### config.mk
export PLATFORM = sky130hd
export DESIGN_NAME = detector_event_word_unpacker
export DESIGN_NICKNAME = d
export VERILOG_FILES = /design/src/design/deu_pkg.sv /design/src/design/detector_event_word_unpacker.sv /design/src/design/deu_front.sv /design/src/design/deu_queue.sv /design/src/design/deu_back.sv
export SDC_FILE = /design/constraint.sdc
export NUM_CORES = 1
export LEC_CHECK = 0
export ABC_AREA = 1
export CAP_MARGIN = 20
export CORE_UTILIZATION = 55
export DETAILED_ROUTE_END_ITERATION = 16
export DONT_BUFFER_PORTS = 1
export HOLD_SLACK_MARGIN = 0.08
export PLACE_DENSITY = 0.66
export SETUP_SLACK_MARGIN = 0.3
export SYNTH_ARGS = -nofsm -noshare
export SYNTH_HDL_FRONTEND = slang
export SYNTH_SLANG_ARGS = --single-unit
### constraint.sdc
create_clock -name clock -period 6.45 [get_ports clock]
set_clock_uncertainty 0.05 [all_clocks]
set_input_delay 0.9675 -clock clock [delete_from_list [all_inputs] [get_ports clock]]
set_output_delay 0.9675 -clock clock [all_outputs]
set_load 0.01 [all_outputs]
### src/design/deu_pkg.sv
// Shared types, codes and detector mapping tables for the event word unpacker.
package deu_pkg;

   localparam int unsigned NUM_ADCS = 5;
   localparam int unsigned ADC_W    = 3;
   localparam int unsigned CHAN_W   = 4;
   localparam int unsigned DET_W    = 5;
   localparam int unsigned SIG_W    = 2;
   localparam int unsigned VALUE_W  = 12;
   localparam int unsigned HITS_W   = 5;
   localparam int unsigned KIND_W   = 3;

   localparam logic [ADC_W-1:0] LAST_ADC = ADC_W'(NUM_ADCS - 1);

   // result word classes
   localparam logic [KIND_W-1:0] KIND_AUX      = 3'd0;
   localparam logic [KIND_W-1:0] KIND_TIMING   = 3'd1;
   localparam logic [KIND_W-1:0] KIND_HIT_REG  = 3'd2;
   localparam logic [KIND_W-1:0] KIND_MAPPED   = 3'd3;
   localparam logic [KIND_W-1:0] KIND_UNMAPPED = 3'd4;
   localparam logic [KIND_W-1:0] KIND_IGNORED  = 3'd5;

   typedef logic [DET_W-1:0] det_row_type [0:15];
   typedef logic [SIG_W-1:0] sig_row_type [0:15];

   localparam det_row_type DET_MAP [0:NUM_ADCS-1] = '{
      '{5'd1,  5'd0,  5'd5,  5'd4,  5'd3,  5'd2,  5'd1,  5'd0,
        5'd3,  5'd2,  5'd1,  5'd0,  5'd5,  5'd4,  5'd3,  5'd2},
      '{5'd11, 5'd10, 5'd9,  5'd8,  5'd7,  5'd6,  5'd5,  5'd4,
        5'd7,  5'd6,  5'd11, 5'd10, 5'd9,  5'd8,  5'd7,  5'd6},
      '{5'd15, 5'd14, 5'd13, 5'd12, 5'd11, 5'd10, 5'd9,  5'd8,
        5'd17, 5'd16, 5'd15, 5'd14, 5'd13, 5'd12, 5'd17, 5'd16},
      '{5'd20, 5'd21, 5'd22, 5'd23, 5'd18, 5'd19, 5'd20, 5'd21,
        5'd12, 5'd13, 5'd14, 5'd15, 5'd16, 5'd17, 5'd18, 5'd19},
      '{5'd0,  5'd0,  5'd0,  5'd0,  5'd0,  5'd0,  5'd0,  5'd0,
        5'd22, 5'd23, 5'd18, 5'd19, 5'd20, 5'd21, 5'd22, 5'd23}
   };

   localparam sig_row_type SIG_MAP [0:NUM_ADCS-1] = '{
      '{2'd1, 2'd1, 2'd0, 2'd0, 2'd0, 2'd0, 2'd0, 2'd0,
        2'd2, 2'd2, 2'd2, 2'd2, 2'd1, 2'd1, 2'd1, 2'd1},
      '{2'd0, 2'd0, 2'd0, 2'd0, 2'd0, 2'd0, 2'd2, 2'd2,
        2'd2, 2'd2, 2'd1, 2'd1, 2'd1, 2'd1, 2'd1, 2'd1},
      '{2'd0, 2'd0, 2'd0, 2'd0, 2'd2, 2'd2, 2'd2, 2'd2,
        2'd1, 2'd1, 2'd1, 2'd1, 2'd1, 2'd1, 2'd0, 2'd0},
      '{2'd0, 2'd0, 2'd0, 2'd0, 2'd1, 2'd1, 2'd1, 2'd1,
        2'd2, 2'd2, 2'd2, 2'd2, 2'd2, 2'd2, 2'd0, 2'd0},
      '{2'd0, 2'd0, 2'd0, 2'd0, 2'd0, 2'd0, 2'd0, 2'd0,
        2'd1, 2'd1, 2'd2, 2'd2, 2'd2, 2'd2, 2'd2, 2'd2}
   };

   // bit c set: channel c of that converter has a detector
   localparam logic [15:0] MAP_VALID [0:NUM_ADCS-1] = '{
      16'hFFFF, 16'hFFFF, 16'hFFFF, 16'hFFFF, 16'hFF00
   };

   // classified word as it travels from front to back
   typedef struct packed {
      logic [KIND_W-1:0]  kind;
      logic [ADC_W-1:0]   adc;
      logic [CHAN_W-1:0]  chan;
      logic [VALUE_W-1:0] value;
      logic [HITS_W-1:0]  hits;
      logic               done;
   } deu_entry_type;

   localparam int unsigned QUEUE_DEPTH = 4;
   localparam int unsigned QPTR_W      = 2;

endpackage

### src/design/detector_event_word_unpacker.sv
// Top level of the detector event word unpacker.
//
//   channel | direction | handshake           | content
//   req_    | in        | req_valid/req_ready | raw event word, first-word flag
//   rsp_    | out       | rsp_valid/rsp_ready | classified word, one per input word
//
// One word a cycle sustained while rsp_ready stays high; a taken word reaches
// rsp_ by way of the queue entry, written on the taking edge, and then the
// result register.
// The parse state moves on each accepted word in the front end; a 4-entry
// queue lets the front keep taking words while the result register stalls.
// req_ready falls only when the queue is full. Synchronous reset empties the
// queue and drops the parse to waiting for a first word.
module detector_event_word_unpacker #(
   parameter int unsigned AUX_WORDS = 16,
   parameter int unsigned TDC_WORDS = 6
) (
   input  logic                        clock,
   input  logic                        reset,
   input  logic                        req_valid,
   output logic                        req_ready,
   input  logic [31:0]                 req_data_word,
   input  logic                        req_first_word,
   output logic                        rsp_valid,
   input  logic                        rsp_ready,
   output logic [deu_pkg::KIND_W-1:0]  rsp_kind,
   output logic [deu_pkg::ADC_W-1:0]   rsp_adc_number,
   output logic [deu_pkg::CHAN_W-1:0]  rsp_channel,
   output logic [deu_pkg::DET_W-1:0]   rsp_detector,
   output logic [deu_pkg::SIG_W-1:0]   rsp_signal,
   output logic [deu_pkg::VALUE_W-1:0] rsp_value,
   output logic [deu_pkg::HITS_W-1:0]  rsp_hit_count,
   output logic                        rsp_event_done
);
   import deu_pkg::*;

   logic          push, not_full, pop, not_empty;
   deu_entry_type front_entry, q_entry;

   // a word is taken whenever the queue has room
   assign req_ready = not_full;
   assign push      = req_valid && not_full;

   deu_front #(
      .AUX_WORDS (AUX_WORDS),
      .TDC_WORDS (TDC_WORDS)
   ) u_front (
      .clock      (clock),
      .reset      (reset),
      .data_word  (req_data_word),
      .first_word (req_first_word),
      .push       (push),
      .entry      (front_entry)
   );

   deu_queue u_queue (
      .clock      (clock),
      .reset      (reset),
      .push       (push),
      .push_entry (front_entry),
      .not_full   (not_full),
      .pop        (pop),
      .pop_entry  (q_entry),
      .not_empty  (not_empty)
   );

   // table lookup happens on the way into the result register
   deu_back u_back (
      .clock          (clock),
      .reset          (reset),
      .q_not_empty    (not_empty),
      .q_entry        (q_entry),
      .q_pop          (pop),
      .rsp_valid      (rsp_valid),
      .rsp_ready      (rsp_ready),
      .rsp_kind       (rsp_kind),
      .rsp_adc_number (rsp_adc_number),
      .rsp_channel    (rsp_channel),
      .rsp_detector   (rsp_detector),
      .rsp_signal     (rsp_signal),
      .rsp_value      (rsp_value),
      .rsp_hit_count  (rsp_hit_count),
      .rsp_event_done (rsp_event_done)
   );

endmodule

### src/design/deu_front.sv
// Front end: accepts words, tracks the event parse and classifies each word.
module deu_front #(
   parameter int unsigned AUX_WORDS = 16,
   parameter int unsigned TDC_WORDS = 6
) (
   input  logic                   clock,
   input  logic                   reset,
   input  logic [31:0]            data_word,
   input  logic                   first_word,
   input  logic                   push,
   output deu_pkg::deu_entry_type entry
);
   import deu_pkg::*;

   localparam logic [2:0] PH_AUX  = 3'd0;
   localparam logic [2:0] PH_TDC  = 3'd1;
   localparam logic [2:0] PH_HIT  = 3'd2;
   localparam logic [2:0] PH_ARR  = 3'd3;
   localparam logic [2:0] PH_DONE = 3'd4;

   localparam logic [3:0] AUX_LAST = 4'(AUX_WORDS - 1);
   localparam logic [3:0] TDC_LAST = 4'(TDC_WORDS - 1);

   logic [2:0]        phase_ff, phase_in, ph;
   logic [3:0]        word_ff, word_in, wi;
   logic [ADC_W-1:0]  adc_ff, adc_in, ai, ac;
   logic [HITS_W-1:0] hits_ff, hits_in, hl, hl_dec, pop;
   logic [CHAN_W-1:0] ch;

   always_comb begin
      // a first word restarts the parse
      ph = first_word ? PH_AUX : phase_ff;
      wi = first_word ? 4'd0 : word_ff;
      ai = first_word ? '0 : adc_ff;
      hl = first_word ? '0 : hits_ff;

      phase_in = ph;
      word_in  = wi;
      adc_in   = ai;
      hits_in  = hl;

      pop    = HITS_W'($countones(data_word[15:0]));
      ac     = (ai > LAST_ADC) ? LAST_ADC : ai;
      ch     = data_word[15:12];
      hl_dec = (hl != '0) ? hl - 1'b1 : hl;

      entry.kind  = KIND_IGNORED;
      entry.adc   = '0;
      entry.chan  = '0;
      entry.value = data_word[VALUE_W-1:0];
      entry.hits  = '0;
      entry.done  = 1'b0;

      case (ph)
         PH_AUX: begin
            entry.kind = KIND_AUX;
            entry.chan = wi;
            if (wi >= AUX_LAST) begin
               phase_in = PH_TDC;
               word_in  = 4'd0;
            end else begin
               word_in = wi + 4'd1;
            end
         end
         PH_TDC: begin
            entry.kind = KIND_TIMING;
            entry.chan = wi;
            if (wi >= TDC_LAST) begin
               phase_in = PH_HIT;
               word_in  = 4'd0;
               adc_in   = '0;
            end else begin
               word_in = wi + 4'd1;
            end
         end
         PH_HIT: begin
            entry.kind = KIND_HIT_REG;
            entry.adc  = ai;
            entry.hits = pop;
            if (pop != '0) begin
               hits_in  = pop;
               phase_in = PH_ARR;
            end else if (ai >= LAST_ADC) begin
               phase_in   = PH_DONE;
               adc_in     = '0;
               entry.done = 1'b1;
            end else begin
               adc_in   = ai + 1'b1;
               phase_in = PH_HIT;
            end
         end
         PH_ARR: begin
            entry.adc  = ac;
            entry.chan = ch;
            entry.kind = MAP_VALID[ac][ch] ? KIND_MAPPED : KIND_UNMAPPED;
            hits_in    = hl_dec;
            if (hl_dec == '0) begin
               if (ai >= LAST_ADC) begin
                  phase_in   = PH_DONE;
                  adc_in     = '0;
                  entry.done = 1'b1;
               end else begin
                  adc_in   = ai + 1'b1;
                  phase_in = PH_HIT;
               end
            end
         end
         default: begin
            entry.kind = KIND_IGNORED;
         end
      endcase
   end

   always_ff @(posedge clock) begin
      if (reset) begin
         phase_ff <= PH_DONE;
         word_ff  <= '0;
         adc_ff   <= '0;
         hits_ff  <= '0;
      end else if (push) begin
         phase_ff <= phase_in;
         word_ff  <= word_in;
         adc_ff   <= adc_in;
         hits_ff  <= hits_in;
      end
   end

endmodule

### src/design/deu_queue.sv
// Short queue of classified words between front and back.
module deu_queue (
   input  logic                   clock,
   input  logic                   reset,
   input  logic                   push,
   input  deu_pkg::deu_entry_type push_entry,
   output logic                   not_full,
   input  logic                   pop,
   output deu_pkg::deu_entry_type pop_entry,
   output logic                   not_empty
);
   import deu_pkg::*;

   deu_entry_type       mem_ff [0:QUEUE_DEPTH-1];
   logic [QPTR_W-1:0]   wr_ff, rd_ff;
   logic [QPTR_W:0]     count_ff;

   assign not_full  = (count_ff != (QPTR_W+1)'(QUEUE_DEPTH));
   assign not_empty = (count_ff != '0);
   assign pop_entry = mem_ff[rd_ff];

   always_ff @(posedge clock) begin
      if (push) begin
         mem_ff[wr_ff] <= push_entry;
      end
   end

   always_ff @(posedge clock) begin
      if (reset) begin
         wr_ff    <= '0;
         rd_ff    <= '0;
         count_ff <= '0;
      end else begin
         if (push) begin
            wr_ff <= wr_ff + 1'b1;
         end
         if (pop) begin
            rd_ff <= rd_ff + 1'b1;
         end
         case ({push, pop})
            2'b10:   count_ff <= count_ff + 1'b1;
            2'b01:   count_ff <= count_ff - 1'b1;
            default: count_ff <= count_ff;
         endcase
      end
   end

endmodule

### src/design/deu_back.sv
// Back end: detector and signal lookup into the result register.
module deu_back (
   input  logic                        clock,
   input  logic                        reset,
   input  logic                        q_not_empty,
   input  deu_pkg::deu_entry_type      q_entry,
   output logic                        q_pop,
   output logic                        rsp_valid,
   input  logic                        rsp_ready,
   output logic [deu_pkg::KIND_W-1:0]  rsp_kind,
   output logic [deu_pkg::ADC_W-1:0]   rsp_adc_number,
   output logic [deu_pkg::CHAN_W-1:0]  rsp_channel,
   output logic [deu_pkg::DET_W-1:0]   rsp_detector,
   output logic [deu_pkg::SIG_W-1:0]   rsp_signal,
   output logic [deu_pkg::VALUE_W-1:0] rsp_value,
   output logic [deu_pkg::HITS_W-1:0]  rsp_hit_count,
   output logic                        rsp_event_done
);
   import deu_pkg::*;

   logic               valid_ff;
   deu_entry_type      entry_ff;
   logic [DET_W-1:0]   det_ff, det_in;
   logic [SIG_W-1:0]   sig_ff, sig_in;
   logic [ADC_W-1:0]   a;

   assign q_pop = q_not_empty && (!valid_ff || rsp_ready);

   always_comb begin
      a      = (q_entry.adc > LAST_ADC) ? LAST_ADC : q_entry.adc;
      det_in = '0;
      sig_in = '0;
      if (q_entry.kind == KIND_MAPPED) begin
         det_in = DET_MAP[a][q_entry.chan];
         sig_in = SIG_MAP[a][q_entry.chan];
      end
   end

   always_ff @(posedge clock) begin
      if (reset) begin
         valid_ff <= 1'b0;
      end else if (q_pop) begin
         valid_ff <= 1'b1;
      end else if (rsp_ready) begin
         valid_ff <= 1'b0;
      end
   end

   always_ff @(posedge clock) begin
      if (q_pop) begin
         entry_ff <= q_entry;
         det_ff   <= det_in;
         sig_ff   <= sig_in;
      end
   end

   assign rsp_valid      = valid_ff;
   assign rsp_kind       = entry_ff.kind;
   assign rsp_adc_number = entry_ff.adc;
   assign rsp_channel    = entry_ff.chan;
   assign rsp_detector   = det_ff;
   assign rsp_signal     = sig_ff;
   assign rsp_value      = entry_ff.value;
   assign rsp_hit_count  = entry_ff.hits;
   assign rsp_event_done = entry_ff.done;

endmodule

==> flow_summary.json, run 1 <==
{
  "synth.top_cell.area_share_pct": 54.0,
  "synthArstFlopShare_pct": 0,
  "outcome": "completed",
  "p_int_uw": 2480,
  "vias_per_cell": 5.69,
  "hold_buffers": 0,
  "crit_family": "adder cells",
  "ys_seq_area_share_pct": 60.1,
  "via_count": 5476,
  "portBuffers": 0,
  "rows": 44,
  "hold_end": "u_front.word_ff[2]",
  "wirelength_um": 16800,
  "syn_avg_cell_area_um2": 10.7,
  "ys_seq_elements": 172,
  "syn-num-nets": 844,
  "die_h_um": 124,
  "netlist_instances": 766,
  "synthTopCellsByArea": "edfxtp_1 54%, dfxtp_1 6.1%, nand2_1 4.8%",
  "cts_resized": 0,
  "synth_edf_count": 147,
  "root_buffer": "clkbuf_16",
  "syn_to_final_growth_pct": 8.71,
  "dp_hpwl_um": 10700,
  "hold_viol": 0,
  "tightestPinTransition_ps": 961,
  "worst-path-buf-inv": 7,
  "die_w_um": 124,
  "p_switching_uw": 1500,
  "cts_tree": "built",
  "p_sw_share_pct": 37.6,
  "reg2reg_slack_ps": 3160,
  "hp-class": "flop to flop",
  "crit_arrival_ps": 5060,
  "reg2reg_depth": 14,
  "antenna_found_initial": 0,
  "htree_levels": 4,
  "clkLatencyLatePin_ps": 430,
  "globalRoute.totalOverflow": 0,
  "cp.required_ps": 6720,
  "endpoint_kind": "flop",
  "fmax_mhz": 209,
  "num-nets-final": 844,
  "initial_core_util_pct": 56.3,
  "synth_ff_type": "edfxtp_1",
  "slew-limit-headroom_pct": 36.0,
  "finalCritPeriodShare_pct": 74.3,
  "pwr-share-seq_pct": 41.8,
  "cp_max_fo": 3,
  "grt_usage_pct": 23.8,
  "critical_path_class": "primary input to flop",
  "drt-pass1-iter-count": 5,
  "netlist_area_um2": 8180,
  "rsz0062_at_grt": "false",
  "ys_types": 41,
  "fin_setup_tns_ps": 0,
  "hold_path_depth": 2,
  "synth.most_common_cell": "edfxtp_1",
  "cts_made_buffers": 17,
  "drc": 0,
  "clockBufferDepth": 2,
  "crit_slowest_cell": "fa_1",
  "synth_top_cells_by_count": "147 x edfxtp_1, 104 x nand2_1, 93 x inv_1",
  "clkTransAtPathRegs_ps": 60,
  "slew_viol_final": 0,
  "avgRoutedWirePerCell_um": 17.5,
  "crit_path_start_kind": "primary input",
  "max_cap_viol_count": 0,
  "dieArea_um2": 15400,
  "pwr_density_cell_nw_per_um2": 448,
  "coreArea_um2": 14500,
  "ant_nets": 0,
  "detail_route.iter0.violations": 485,
  "setup_viol_count_final": 0,
  "synth_top_cell_by_area": "edfxtp_1",
  "drive_above_1_share_pct": 11.8,
  "grt_pass1_vias": 5420,
  "crit_top_cell": "inv_1",
  "fin_util_pct": 61.1,
  "antenna_cells": 0,
  "routabilityCongestion": 0.914,
  "period_needed_ps": 4790,
  "grt_max_degree": 58,
  "clkPwrFrac_pct": 24.8,
  "reg2reg_to": "u_back.rsp_signal[1]",
  "cp_cell_sequence": "ha_1, inv_1, fa_1, inv_1, fa_1, inv_1, fa_1, fa_1, inv_1, ha_1, inv_1, fa_1, xor2_1, nand2_1, nor2_1, nand2_1, nand2_1, nand2_1, inv_1, nand2_2, nand2_1, nand3_1, nand2_1, inv_1",
  "clock_sink_count": 172,
  "grt_pass1_wl_um": 27000,
  "peakVddDrop_uv": 357,
  "hp-start": "u_front.word_ff[2]",
  "io_pins": 74,
  "post_cts_buffers": 0,
  "p_leak_uw": 0.00346,
  "yosys_warnings": 0,
  "cpPeakStageDelay_ps": 530,
  "comb_power_share_pct": 33.5
}
==> cell usage in the layout, fill, tap and decap left out, types with 5 or more instances in the layout <==
master / instances
ha_1: 29
nand2_1: 104
fa_1: 12
inv_2: 16
edfxtp_1: 147
o21ai_0: 67
buf_4: 7
dfxtp_1: 25
o211ai_1: 6
nor2_2: 9
clkbuf_16: 17
nor3_1: 5
inv_1: 93
nor2_4: 6
o22ai_1: 24
nor2_1: 83
nand3_2: 5
o21ai_1: 6
a21oi_1: 26
nand3_1: 39
nand2_2: 8
==> how the worst max path moves through the flow <==
stage / from / to / slack [ps] / cells past startpoint
after floorplan: req_data_word[14] / u_front.adc_ff[0] / 1600 / 23
after global placement: req_data_word[14] / u_front.adc_ff[2] / 1320 / 24
after detailed placement: req_data_word[14] / u_front.adc_ff[1] / 1270 / 24
after CTS: req_data_word[14] / u_front.adc_ff[1] / 1700 / 24
after global routing: req_data_word[14] / u_front.adc_ff[0] / 1320 / 24
final: req_data_word[14] / u_front.adc_ff[2] / 1660 / 24
==> stage by stage <==
step | hold slack, ps | total power, uW | instance area, um2 | setup WS [ps] | instances
global placement | 402 | 2920 | 8310 | 1320 | 931
finish | 436 | 3980 | 8890 | 1660 | 963
global route | 458 | 4230 | 8890 | 1320 | 963
CTS | 444 | 3990 | 8890 | 1700 | 963
floorplan | 386 | 2690 | 8180 | 1600 | 766
detailed placement | 412 | 3000 | 8310 | 1270 | 931
==> power by group through the flow <==
stage	registers [uW]	logic, uW	clock network, uW
detailed placement	1690	1310	0
floorplan	1680	1020	0
global placement	1670	1250	0
global route	1690	1490	1040
finish	1660	1330	985
CTS	1670	1330	995
==> worst min-delay path, cell delays in order (launching register included) <==
cell	delay, ps
dfxtp_1	300
inv_1	70
a221oi_1	70
==> state kept, by name, summed over array words and instances, names as in the netlist, named ones only <==
register	flops
u_back.rsp_detector	5
u_queue.mem_ff	112
u_back.rsp_signal	2
u_queue.wr_ff	2
u_back.rsp_channel	4
u_back.rsp_event_done	1
u_back.rsp_kind	3
u_front.hits_ff	5
u_back.rsp_value	12
u_front.word_ff	4
u_queue.rd_ff	2
u_front.adc_ff	3
u_back.rsp_valid	1
u_back.rsp_hit_count	5
u_front.phase_ff	3
u_queue.count_ff	3
u_back.rsp_adc_number	3
==> layout make-up <==
class                      count  area (um2)
clock buffer                  17         425
clock inverter                15         148
fill                        1178        5650
inverter                     110         415
multi-input combinational    458        2700
sequential                   172        4910
tap                          184         230
timing repair buffer           7        52.6
==> layer usage <==
layer	wire length (um)	GRT usage, %
met3	1010	6.46
met5	0	0
met2	8280	39.7
met1	7240	29.6
met4	275	8.85
==> logic make-up after synthesis <==
kind of cell | Yosys count | share of synthesized area, %
xor gates and xnor gates | 2 | 0.214
DFF | 172 | 60.1
adders and majority gates | 41 | 7.38
AOI/OAI and AO/OA | 146 | 10.3
buffers and inverters | 136 | 7.15
and+or+nand+nor | 269 | 14.8
Note: power is estimated with default switching activity, not from simulation.
==> inputs of run 2 (changes only) <==
PLACE_DENSITY = 0.69   (was 0.66)
clock period = 3.85 ns   (was 6.45 ns; I/O delays follow)
==> flow_summary.json, run 2 (synthesized netlist as in run 1, its figures left out) <==
{
  "regMostFlops": "u_queue.mem_ff",
  "clkTransAtPathRegs_ps": 70,
  "whs_ps": 166,
  "dp_hpwl_um": 11200,
  "fin_util_pct": 64.7,
  "syn_to_final_growth_pct": 15.1,
  "hp-class": "primary input to flop",
  "critical_path_class": "primary input to flop",
  "outcome": "finished, violations left",
  "hold_path_depth": 1,
  "grt_usage_pct": 24.2,
  "tightestPinTransition_ps": 699,
  "largest_register_ffs": 112,
  "cts_tree": "built",
  "htree_levels": 4,
  "pwr_density_cell_nw_per_um2": 778,
  "period_needed_ps": 4140,
  "crit_arrival_ps": 4410,
  "crit_path_start_kind": "primary input",
  "routabilityCongestion": 0.940,
  "violations": "negative setup slack",
  "rows": 44,
  "hold_end": "u_queue.count_ff[1]",
  "wirelength_um": 17400,
  "io_pins": 74,
  "drt-pass1-iter-count": 5,
  "cp_cell_sequence": "ha_4, inv_4, fa_2, fa_1, fa_1, fa_2, inv_2, ha_4, inv_4, fa_2, xor2_4, nand2_2, nor2_4, nand2_2, nand2_1, nand2_1, inv_1, nand2_2, nand2_1, nand3_1, nand2_1, inv_1",
  "grt_pass1_wl_um": 27400,
  "die_w_um": 124,
  "antenna_found_initial": 0,
  "avgRoutedWirePerCell_um": 17.6,
  "clock_sink_count": 172,
  "p_leak_uw": 0.00362,
  "reg2reg_slack_ps": 1170,
  "root_buffer": "clkbuf_16",
  "slew_viol_final": 0,
  "final_common_cell": "edfxtp_1",
  "max_cap_viol_count": 0,
  "fmax_mhz": 242,
  "drc": 0,
  "die_h_um": 124,
  "clockBufferDepth": 2,
  "place_ws_ps": -710,
  "grt_pass1_vias": 5401,
  "endpoint_kind": "flop",
  "cp.required_ps": 4130,
  "dieArea_um2": 15400,
  "detail_route.iter0.violations": 504,
  "reg2reg_depth": 10,
  "peakVddDrop_uv": 492,
  "antenna_cells": 0,
  "coreArea_um2": 14500,
  "grt_max_degree": 57,
  "hold_viol": 0,
  "portBuffers": 0,
  "crit_top_cell": "nand2_1",
  "drive_above_1_share_pct": 20.5,
  "cpPeakStageDelay_ps": 560,
  "crit_slowest_cell": "fa_1",
  "via_count": 5571,
  "setup_viol_count_final": 19,
  "cts_made_buffers": 17,
  "globalRoute.totalOverflow": 0,
  "clkLatencyLatePin_ps": 420,
  "rsz0062_at_grt": "true",
  "initial_core_util_pct": 56.3,
  "setup_ws_ps": -287,
  "final_cell_mix": "147 x edfxtp_1, 98 x nand2_1, 78 x inv_1",
  "slew-limit-headroom_pct": 52.9,
  "hp-start": "reset",
  "vias_per_cell": 5.66,
  "ant_nets": 0,
  "reg2reg_to": "u_back.rsp_signal[0]",
  "finalCritPeriodShare_pct": 107,
  "cp_max_fo": 3,
  "fin_setup_tns_ps": -3080,
  "num-nets-final": 867
}
## run 2: cell count changes in the layout (fill, tap and decap cells not counted), moves of 8 or more
cell / delta
inv_1: -15
buf_4: +13
inv_2: +12
buf_6: +8
nor2_1: -8
## run 2: how the worst max path moves through the flow
stage          slack (ps)                end         startpoint  depth (start not counted)
3_3_place_gp         -680  u_front.adc_ff[0]   req_data_word[2]                         21
5_1_grt              -380  u_front.adc_ff[0]  req_data_word[14]                         21
2_1_floorplan        -490  u_front.adc_ff[0]  req_data_word[14]                         21
6_report             -290  u_front.adc_ff[2]  req_data_word[14]                         22
4_1_cts              -170  u_front.adc_ff[2]  req_data_word[12]                         24
3_5_place_dp         -710  u_front.adc_ff[2]   req_data_word[2]                         22
## run 2: cell type report
type	count	area (um2)
Clock buffer	18	429
Tap cell	184	230
Fill cell	1080	5130
Sequential cell	172	4910
Inverter	110	423
Timing Repair Buffer	30	280
Clock inverter	13	190
Multi-Input combinational cell	458	2940
## run 2: timing repair
item	in CTS	in global routing
hold buffers	0	0
pin swaps	25	19
resized for setup	31	17
setup endpoints to repair	27	27
setup buffers	5	4
## run 2: stage by stage
stage	power, uW	cells	area, um2
5_1_grt	7730	985	9410
2_1_floorplan	4530	766	8270
6_report	7310	985	9410
4_1_cts	7170	981	9310
3_3_place_gp	5060	945	8540
3_5_place_dp	5160	945	8540
## run 2: routing by layer
layer	wire length, um	track usage, %	vias to the layer above
met5	0	0	-
met4	450	10.5	0
met3	973	4.26	33
met2	8390	39.7	207
met1	7570	31.8	2679
li1	-	-	2652
## run 2: report_power, final
group | internal, uW | total, uW | switching, uW | leakage (uW)
logic | 988 | 2730 | 1740 | 0.00174
registers | 2550 | 2790 | 240 | 0.00159
clock network | 1090 | 1790 | 702 | 0.000291
total | 4630 | 7310 | 2680 | 0.00362
## run 2: worst max-delay path: cells and delay by family
family,cells,cell delay (ps)
fa+ha+maj,7,2670
simple gates,9,700
buf+inv,5,260
xor+xnor,1,190
==> inputs of run 3 (changes only) <==
PLACE_DENSITY = 0.66   (was 0.69)
SETUP_SLACK_MARGIN = not set   (was 0.3)
clock period = 5 ns   (was 3.85 ns; I/O delays follow)
==> flow_summary.json, run 3 (synthesized netlist as in run 1, its figures left out) <==
{
  "drt-pass1-iter-count": 5,
  "critical_path_class": "primary input to flop",
  "io_pins": 74,
  "wirelength_um": 16100,
  "regMostFlops": "u_queue.mem_ff",
  "die_w_um": 124,
  "cpPeakStageDelay_ps": 530,
  "whs_ps": 332,
  "rows": 44,
  "finalCritPeriodShare_pct": 89.4,
  "syn_to_final_growth_pct": 9.01,
  "max_cap_viol_count": 0,
  "cts_made_buffers": 17,
  "setup_viol_count_final": 0,
  "initial_core_util_pct": 56.3,
  "coreArea_um2": 14500,
  "largest_register_ffs": 112,
  "post_cts_buffers": 0,
  "period_needed_ps": 4470,
  "slew-limit-headroom_pct": 36.9,
  "cp.required_ps": 5270,
  "drive_above_1_share_pct": 12.3,
  "p_sw_share_pct": 37.1,
  "dieArea_um2": 15400,
  "clockBufferDepth": 2,
  "slew_viol_final": 0,
  "cp_max_fo": 2,
  "pwr_density_cell_nw_per_um2": 575,
  "p_int_uw": 3220,
  "comb_power_share_pct": 32.8,
  "routabilityCongestion": 0.939,
  "crit_arrival_ps": 4740,
  "htree_levels": 4,
  "crit_top_cell": "inv_1",
  "rsz0062_at_grt": "false",
  "final_common_cell": "edfxtp_1",
  "cts_resized": 0,
  "root_buffer": "clkbuf_16",
  "p_switching_uw": 1910,
  "fin_setup_tns_ps": 0,
  "hp-class": "primary input to flop",
  "drc": 0,
  "detail_route.iter0.violations": 485,
  "avgRoutedWirePerCell_um": 16.7,
  "portBuffers": 0,
  "ant_nets": 0,
  "peakVddDrop_uv": 391,
  "tightestPinTransition_ps": 945,
  "crit_slowest_cell": "fa_1",
  "via_count": 5386,
  "cts_tree": "built",
  "grt_pass1_vias": 5249,
  "globalRoute.totalOverflow": 0,
  "grt_usage_pct": 22.8,
  "hold_buffers": 0,
  "pwr-share-seq_pct": 41.7,
  "vias_per_cell": 5.59,
  "crit_path_start_kind": "primary input",
  "final_cell_mix": "147 x edfxtp_1, 104 x nand2_1, 93 x inv_1",
  "p_leak_uw": 0.00348,
  "grt_max_degree": 58,
  "clkLatencyLatePin_ps": 430,
  "clkTransAtPathRegs_ps": 70,
  "dp_hpwl_um": 10400,
  "reg2reg_slack_ps": 1890,
  "clkPwrFrac_pct": 25.4,
  "grt_pass1_wl_um": 26000,
  "antenna_found_initial": 0,
  "cp_cell_sequence": "ha_1, inv_1, fa_1, inv_1, fa_1, inv_1, fa_1, fa_1, inv_1, ha_1, inv_1, fa_1, xor2_1, nand2_1, nor2_1, nand2_1, a21oi_1, nand3_1, o21ai_1, inv_1",
  "clock_sink_count": 172,
  "num-nets-final": 845,
  "outcome": "completed",
  "die_h_um": 124,
  "fmax_mhz": 224,
  "antenna_cells": 0,
  "hold_viol": 0,
  "endpoint_kind": "flop"
}
[run 3: cell types whose count changed in the layout (fill, tap and decap cells not counted), sizes merged]
cell      before  now
clkinv         3    8
buf           30    8
inv          113  114
clkbuf        18   17
bufinv         4    2
clkinvlp       3    1
[run 3: layer usage]
metal / vias up / GRT usage, % / part of all wire [%]
li1: 2619 / - / -
met1: 2569 / 29.3 / 44
met2: 170 / 37.6 / 48
met3: 28 / 5.08 / 5.9
met4: 0 / 8.93 / 1.8
met5: - / 0 / 0
[run 3: layout make-up]
class                   instances  area (um2)
clock buffers                  17         425
multi-input cells             458        2700
fillers                      1165        5620
well taps                     184         230
clock inverters                15         165
flip-flops and latches        172        4910
repair buffers                  8        60.1
inverters                     110         415
[run 3: power by group through the flow]
| stage | Clock, uW | Combinational, uW | Sequential, uW |
|---|---|---|---|
| 2_1_floorplan | 0 | 1310 | 2160 |
| 3_3_place_gp | 0 | 1640 | 2160 |
| 3_5_place_dp | 0 | 1670 | 2170 |
| 4_1_cts | 1320 | 1690 | 2140 |
| 5_1_grt | 1380 | 1910 | 2180 |
| 6_report | 1300 | 1680 | 2140 |
[run 3: per-stage QoR]
step	cells	util, %	cell area (um2)	total power, uW	setup WS, ps
finish	964	61.3	8910	5130	532
global route	964	61.3	8910	5470	220
CTS	964	61.3	8910	5160	538
detailed placement	932	57.3	8320	3850	112
global placement	932	57.3	8320	3800	134
floorplan	766	-	8180	3470	363
[run 3: final timing paths]
kind,from,to,cells after the start
setup / recovery,req_data_word[14],u_front.phase_ff[1],20
hold / removal,reset,u_queue.count_ff[1],1
setup reg to reg,flop,u_back.rsp_signal[0],14
hold reg to reg,u_front.word_ff[2],u_front.word_ff[2],2
[run 3: worst max-delay path, delay by kind of cell]
family / cells / cell delay, ps
fa+ha+maj: 7 / 2590
simple gates: 4 / 420
buf+inv: 6 / 370
compound gates: 2 / 360
xor+xnor: 1 / 230
